File: src/rtl/core/assert_macros.svh
// Assertion macros shared by the core RTL
`ifndef ASSERT_MACROS_SVH
`define ASSERT_MACROS_SVH
`ifndef SYNTHESIS
`define ASSERT_IMPL(label, clk, rst_n, ante, cons) \
    label: assert property (@(posedge clk) disable iff (!rst_n) (ante) |-> (cons)) \
        else $error("assertion failed");
`define ASSERT_NEXT(label, clk, rst_n, ante, cons) \
    label: assert property (@(posedge clk) disable iff (!rst_n) (ante) |=> (cons)) \
        else $error("assertion failed");
`else
`define ASSERT_IMPL(label, clk, rst_n, ante, cons)
`define ASSERT_NEXT(label, clk, rst_n, ante, cons)
`endif
`endif

File: src/rtl/core/cau_pkg.sv
// Types and constants of the complex arithmetic unit
package cau_pkg;
    localparam int unsigned RES_WIDTH = 49;
    localparam int unsigned NUM_WIDTH = 50;
    localparam int unsigned DEN_WIDTH = 50;
    localparam int unsigned QW        = 50;
    localparam int unsigned CNT_STEPS = 64;

    typedef enum logic [1:0] {
        FUNC_ADD = 2'd0,
        FUNC_SUB = 2'd1,
        FUNC_MUL = 2'd2,
        FUNC_DIV = 2'd3
    } t_func;

    typedef struct packed {
        logic                 neg_re;
        logic                 neg_im;
        logic                 sat_re;
        logic                 sat_im;
        logic                 dz;
    } t_ctl;
endpackage

File: src/rtl/core/cau_div_cell.sv
// One restoring-division cell: one quotient bit for each of two lanes
module cau_div_cell (
    input  logic                                i_clk,
    input  logic                                i_rst_n,
    input  logic                                i_valid,
    input  logic                                i_stall,
    input  logic [cau_pkg::DEN_WIDTH-1:0]       i_den,
    input  logic [cau_pkg::NUM_WIDTH-1:0]       i_rem_re,
    input  logic [cau_pkg::NUM_WIDTH-1:0]       i_rem_im,
    input  logic [cau_pkg::NUM_WIDTH-1:0]       i_num_re,
    input  logic [cau_pkg::NUM_WIDTH-1:0]       i_num_im,
    input  logic [cau_pkg::QW-1:0]              i_q_re,
    input  logic [cau_pkg::QW-1:0]              i_q_im,
    input  cau_pkg::t_ctl                       i_ctl,
    output logic                                o_valid,
    output logic [cau_pkg::DEN_WIDTH-1:0]       o_den,
    output logic [cau_pkg::NUM_WIDTH-1:0]       o_rem_re,
    output logic [cau_pkg::NUM_WIDTH-1:0]       o_rem_im,
    output logic [cau_pkg::NUM_WIDTH-1:0]       o_num_re,
    output logic [cau_pkg::NUM_WIDTH-1:0]       o_num_im,
    output logic [cau_pkg::QW-1:0]              o_q_re,
    output logic [cau_pkg::QW-1:0]              o_q_im,
    output cau_pkg::t_ctl                       o_ctl
);
    logic [cau_pkg::NUM_WIDTH:0] sh_re, sh_im, df_re, df_im;
    logic                        ge_re, ge_im;

    always_comb begin
        sh_re = {i_rem_re, i_num_re[cau_pkg::NUM_WIDTH-1]};
        sh_im = {i_rem_im, i_num_im[cau_pkg::NUM_WIDTH-1]};
        df_re = sh_re - {1'b0, i_den};
        df_im = sh_im - {1'b0, i_den};
        ge_re = !df_re[cau_pkg::NUM_WIDTH];
        ge_im = !df_im[cau_pkg::NUM_WIDTH];
    end

    always_ff @(posedge i_clk) begin
        if (!i_rst_n) begin
            o_valid <= 1'b0;
        end else if (!i_stall) begin
            o_valid <= i_valid;
        end
        if (!i_stall) begin
            o_den    <= i_den;
            o_rem_re <= ge_re ? df_re[cau_pkg::NUM_WIDTH-1:0] : sh_re[cau_pkg::NUM_WIDTH-1:0];
            o_rem_im <= ge_im ? df_im[cau_pkg::NUM_WIDTH-1:0] : sh_im[cau_pkg::NUM_WIDTH-1:0];
            o_num_re <= {i_num_re[cau_pkg::NUM_WIDTH-2:0], 1'b0};
            o_num_im <= {i_num_im[cau_pkg::NUM_WIDTH-2:0], 1'b0};
            o_q_re   <= {i_q_re[cau_pkg::QW-2:0], ge_re};
            o_q_im   <= {i_q_im[cau_pkg::QW-2:0], ge_im};
            o_ctl    <= i_ctl;
        end
    end
endmodule

File: config.mk
export PLATFORM = sky130hd
export DESIGN_NAME = cau_div_cell
export DESIGN_NICKNAME = d
export VERILOG_FILES = /design/src/rtl/core/assert_macros.svh /design/src/rtl/core/cau_pkg.sv /design/src/rtl/core/cau_div_cell.sv
export SDC_FILE = /design/constraint.sdc
export NUM_CORES = 1
export LEC_CHECK = 0
export ABC_AREA = 1
export CELL_PAD_IN_SITES_DETAIL_PLACEMENT = 0
export CELL_PAD_IN_SITES_GLOBAL_PLACEMENT = 2
export CORE_MARGIN = 2
export CORE_UTILIZATION = 25
export CTS_CLUSTER_SIZE = 8
export DETAILED_ROUTE_END_ITERATION = 10
export DONT_BUFFER_PORTS = 1
export PLACE_DENSITY_LB_ADDON = 0.2
export SLEW_MARGIN = 15
export SYNTH_ARGS = -nofsm -noshare
export SYNTH_HDL_FRONTEND = slang
export SYNTH_SLANG_ARGS = --single-unit
File: constraint.sdc
create_clock -name i_clk -period 11.7 [get_ports i_clk]
set_input_delay 3.51 -clock i_clk [delete_from_list [all_inputs] [get_ports i_clk]]
set_output_delay 3.51 -clock i_clk [all_outputs]
set_load 0.02 [all_outputs]
==> flow_metrics.py <==
metrics = {
    "critical_path": {
        "cp_slowest_cell": "nor3_1",
        "rr_startpoint": "o_valid$_SDFFE_PN0N_",
        "crit_buf_inv": 3,
        "slowest_delay_ns": 0.50,
        "cp-end-kind": "flop",
        "cp_cell_sequence": "inv_1 -> ha_1 -> nand2_1 -> inv_2 -> nand2_1 -> nor3_1 -> nand2_1 -> nor2_1 -> nand2_1 -> nand3_2 -> nand2_1 -> nand2_2 -> buf_4 -> nand2_1 -> nand2_1",
        "worst_ep_arrival_time_ns": 6.50,
        "critPathLaunch": "i_den[42]",
        "crit_fanout": 31,
        "r2r_cells": 2,
        "cp-start-kind": "primary input",
        "path_class": "primary input to flop",
        "critPathTopFamily": "simple AND/OR/NAND/NOR gates",
        "cp.required_ns": 12.12,
        "crit_end": "o_rem_re[17]$_DFFE_PN_",
        "critical_path_depth": 15,
        "worstReg2RegEnd": "o_valid$_SDFFE_PN0N_",
        "worst-r2r-setup-slack_ns": 11.00,
        "crit_top_cell": "nand2_1",
    },
    "floorplanning": {
        "ios": 715,
        "die_h_um": 294,
        "initial_core_util": 0.252,
        "placementRows": 106,
        "die_area_mm2": 0.0862,
        "design.core.area_mm2": 0.0833,
        "die_x_um": 294,
    },
    "sta": {
        "hold_viol_final": 0,
        "worst_slew_pin_slew_ns": 1.09,
        "setup_viol": 0,
        "skew_ns": 0,
        "fin_crit_ns": 6.08,
        "max_freq_mhz": 164,
        "fin_crit_sh": 0.520,
        "rsz0062_at_grt": "no",
        "finalSetupTns_ns": 0,
        "slew_violations": 0,
        "relSlewSlack": 0.275,
    },
    "routing": {
        "first_iter_violations": 827,
        "drc_errors": 0,
        "dr.pass1.iters": 5,
        "drt-wirelength-per-cell_um": 24.2,
        "wirelength_um": 90100,
        "via_per_inst": 4.47,
        "ant_nets": 0,
        "num_vias": 16600,
    },
    "min_path": {
        "hold_path.class": "flop to flop",
    },
    "synthesis": {
        "ys.warnings.count": 0,
        "synth_cell_type_count": 34,
        "synth_seq_cells": 354,
        "synth_area_per_cell_um2": 8.13,
        "netlist_instances": 2577,
        "syn_area_mm2": 0.0210,
        "synth-seq-area-share": 0.507,
    },
    "finish": {
        "syn_to_final_growth_pct": 12.7,
        "num-fill-cells": 8982,
        "final_layout_size_suffix_gt1_frac": 0.0486,
        "post-route-cell-area_mm2": 0.0236,
        "fin_nets": 3076,
    },
    "clock_network": {
        "clk_latency_ns": 0.59,
        "cts_tree": "done",
        "clkTransAtPathRegs_ns": 0.05,
        "root_buffer": "clkbuf_16",
        "cts_sinks": 354,
        "cts.path.max_buffers": 3,
        "numCtsBuffers": 52,
        "htreeDepth": 2,
        "cts_resized": 0,
        "post_cts_buffers": 0,
        "ctsHoldBuffers": 0,
    },
    "grt": {
        "grt_max_degree": 88,
        "antenna_found_initial": 18,
        "grt.overflow.total": 0,
        "track_usage": 0.203,
        "grt_pass1_wl_um": 123000,
        "grt_pass1_vias": 17000,
    },
    "placement": {
        "placed_area_mm2": 0.0221,
        "port_buffers": 0,
        "routabilityCongestion": 0.855,
        "dpl.hpwl_um": 77000,
    },
    "pwr": {
        "power_density_mw_per_mm2": 161,
        "p_leak_uw": 0.0112,
        "ir_worst_vdd_uv": 95.1,
    },
    "flow_run": {
        "drv_cap": 0,
    },
    "status": {
        "status": "complete, no violations",
    },
}
==> flip-flops by register name, indices dropped and copies added, names as in the netlist <==
name and cells:
o_valid 1, o_rem_im 50, o_den 50, o_rem_re 50, o_num_im 49, o_num_re 49, o_ctl 5, o_q_im 50
o_q_re 50
==> worst reg2reg max path, delay by kind of cell (launching register included) <==
kind	cells	cell delay (ns)
simple gates	2	0.19
flops	1	0.45
==> kinds of logic after synthesis <==
family          after synthesis  synth area share
xor+xnor                     51            0.0213
simple gates               1452             0.283
compound gates              118            0.0309
fa+ha+maj                   102            0.0616
flops                       354             0.507
buf+inv                     499            0.0968
other cells                   1          0.000179
==> layer usage <==
layer	GRT usage	share of wire	up-vias
li1	-	-	8186
met1	0.221	0.38	7830
met2	0.384	0.53	498
met3	0.0469	0.057	113
met4	0.0667	0.031	14
met5	0	0.0010	-
==> how the worst min path moves through the flow <==
stage                                     from                   end  slack [ns]  cells after the start
after floorplan           o_valid$_SDFFE_PN0N_  o_valid$_SDFFE_PN0N_        0.56                      2
after global placement    o_valid$_SDFFE_PN0N_  o_valid$_SDFFE_PN0N_        0.59                      2
after detailed placement  o_valid$_SDFFE_PN0N_  o_valid$_SDFFE_PN0N_        0.59                      2
after CTS                 o_valid$_SDFFE_PN0N_  o_valid$_SDFFE_PN0N_        0.60                      2
final                     o_valid$_SDFFE_PN0N_  o_valid$_SDFFE_PN0N_        0.59                      2
after global routing      o_valid$_SDFFE_PN0N_  o_valid$_SDFFE_PN0N_        0.61                      2
==> Yosys cell counts <==
cell | count | share of area
nor3_1 | 26 | 0.0062
clkinv_1 | 2 | 0.00036
o21ai_0 | 19 | 0.0045
a21o_1 | 2 | 0.00072
nor2_4 | 3 | 0.0016
o21a_1 | 5 | 0.0018
dfxtp_1 | 1 | 0.00096
nor4_1 | 6 | 0.0018
nor2_1 | 158 | 0.028
nor3_2 | 1 | 0.00048
nand2_4 | 3 | 0.0016
nor2_2 | 13 | 0.0039
nand2_1 | 1058 | 0.19
or2_2 | 3 | 0.00090
fa_1 | 2 | 0.0019
nand3b_1 | 7 | 0.0025
edfxtp_1 | 353 | 0.51
buf_12 | 2 | 0.0019
nand2_2 | 29 | 0.0087
buf_4 | 7 | 0.0025
inv_2 | 5 | 0.00090
a21boi_0 | 5 | 0.0018
nand3_2 | 4 | 0.0019
and2_1 | 2 | 0.00060
conb_1 | 1 | 0.00018
inv_1 | 470 | 0.084
nand4_1 | 25 | 0.0075
a21oi_1 | 76 | 0.018
xnor2_1 | 6 | 0.0025
buf_6 | 13 | 0.0070
nand3_1 | 114 | 0.027
xor2_1 | 45 | 0.019
ha_1 | 100 | 0.060
o21bai_1 | 11 | 0.0039
==> stage by stage <==
step / utilization / power (µW) / cells / hold WS, ns / setup WS [ns]
6_report: 0.284 / 3810 / 3722 / 0.594 / 5.62
5_1_grt: 0.284 / 3990 / 3722 / 0.610 / 5.38
4_1_cts: 0.283 / 3870 / 3715 / 0.597 / 5.58
3_5_place_dp: 0.266 / 2460 / 3641 / 0.590 / 4.91
3_3_place_gp: 0.266 / 2460 / 3641 / 0.589 / 4.93
2_1_floorplan: - / 2240 / 2578 / 0.561 / 0.682
==> final cells by class <==
type	instances	area (µm²)	share of cell area
Tap cell	1080	1350	0.0572
Inverter	477	1800	0.0761
Multi-Input combinational cell	1725	8320	0.352
Clock inverter	7	92.6	0.00392
Clock buffer	67	1390	0.0588
Timing Repair Buffer	5	37.5	0.00159
Sequential cell	354	10600	0.450
Antenna cell	7	17.5	0.000742
==> cells in the final DEF (no fill, tap or decap), types with 4 or more instances in the layout <==
cell / count
a21boi_0: 5
a21oi_1: 76
buf_4: 5
clkbuf_1: 13
clkbuf_16: 53
diode_2: 7
edfxtp_1: 353
ha_1: 100
inv_1: 469
inv_2: 5
nand2_1: 1058
nand2_2: 29
nand3_1: 114
nand3_2: 4
nand3b_1: 7
nand4_1: 25
nor2_1: 158
nor2_2: 13
nor3_1: 26
nor4_1: 6
o21a_1: 5
o21ai_0: 19
o21bai_1: 11
xnor2_1: 6
xor2_1: 45
==> power breakdown <==
part | internal (µW) | switching (µW) | total, µW
logic | 179 | 450 | 629
registers | 1570 | 230 | 1790
clock network | 841 | 544 | 1390
Note: power is estimated with default switching activity, not from simulation.
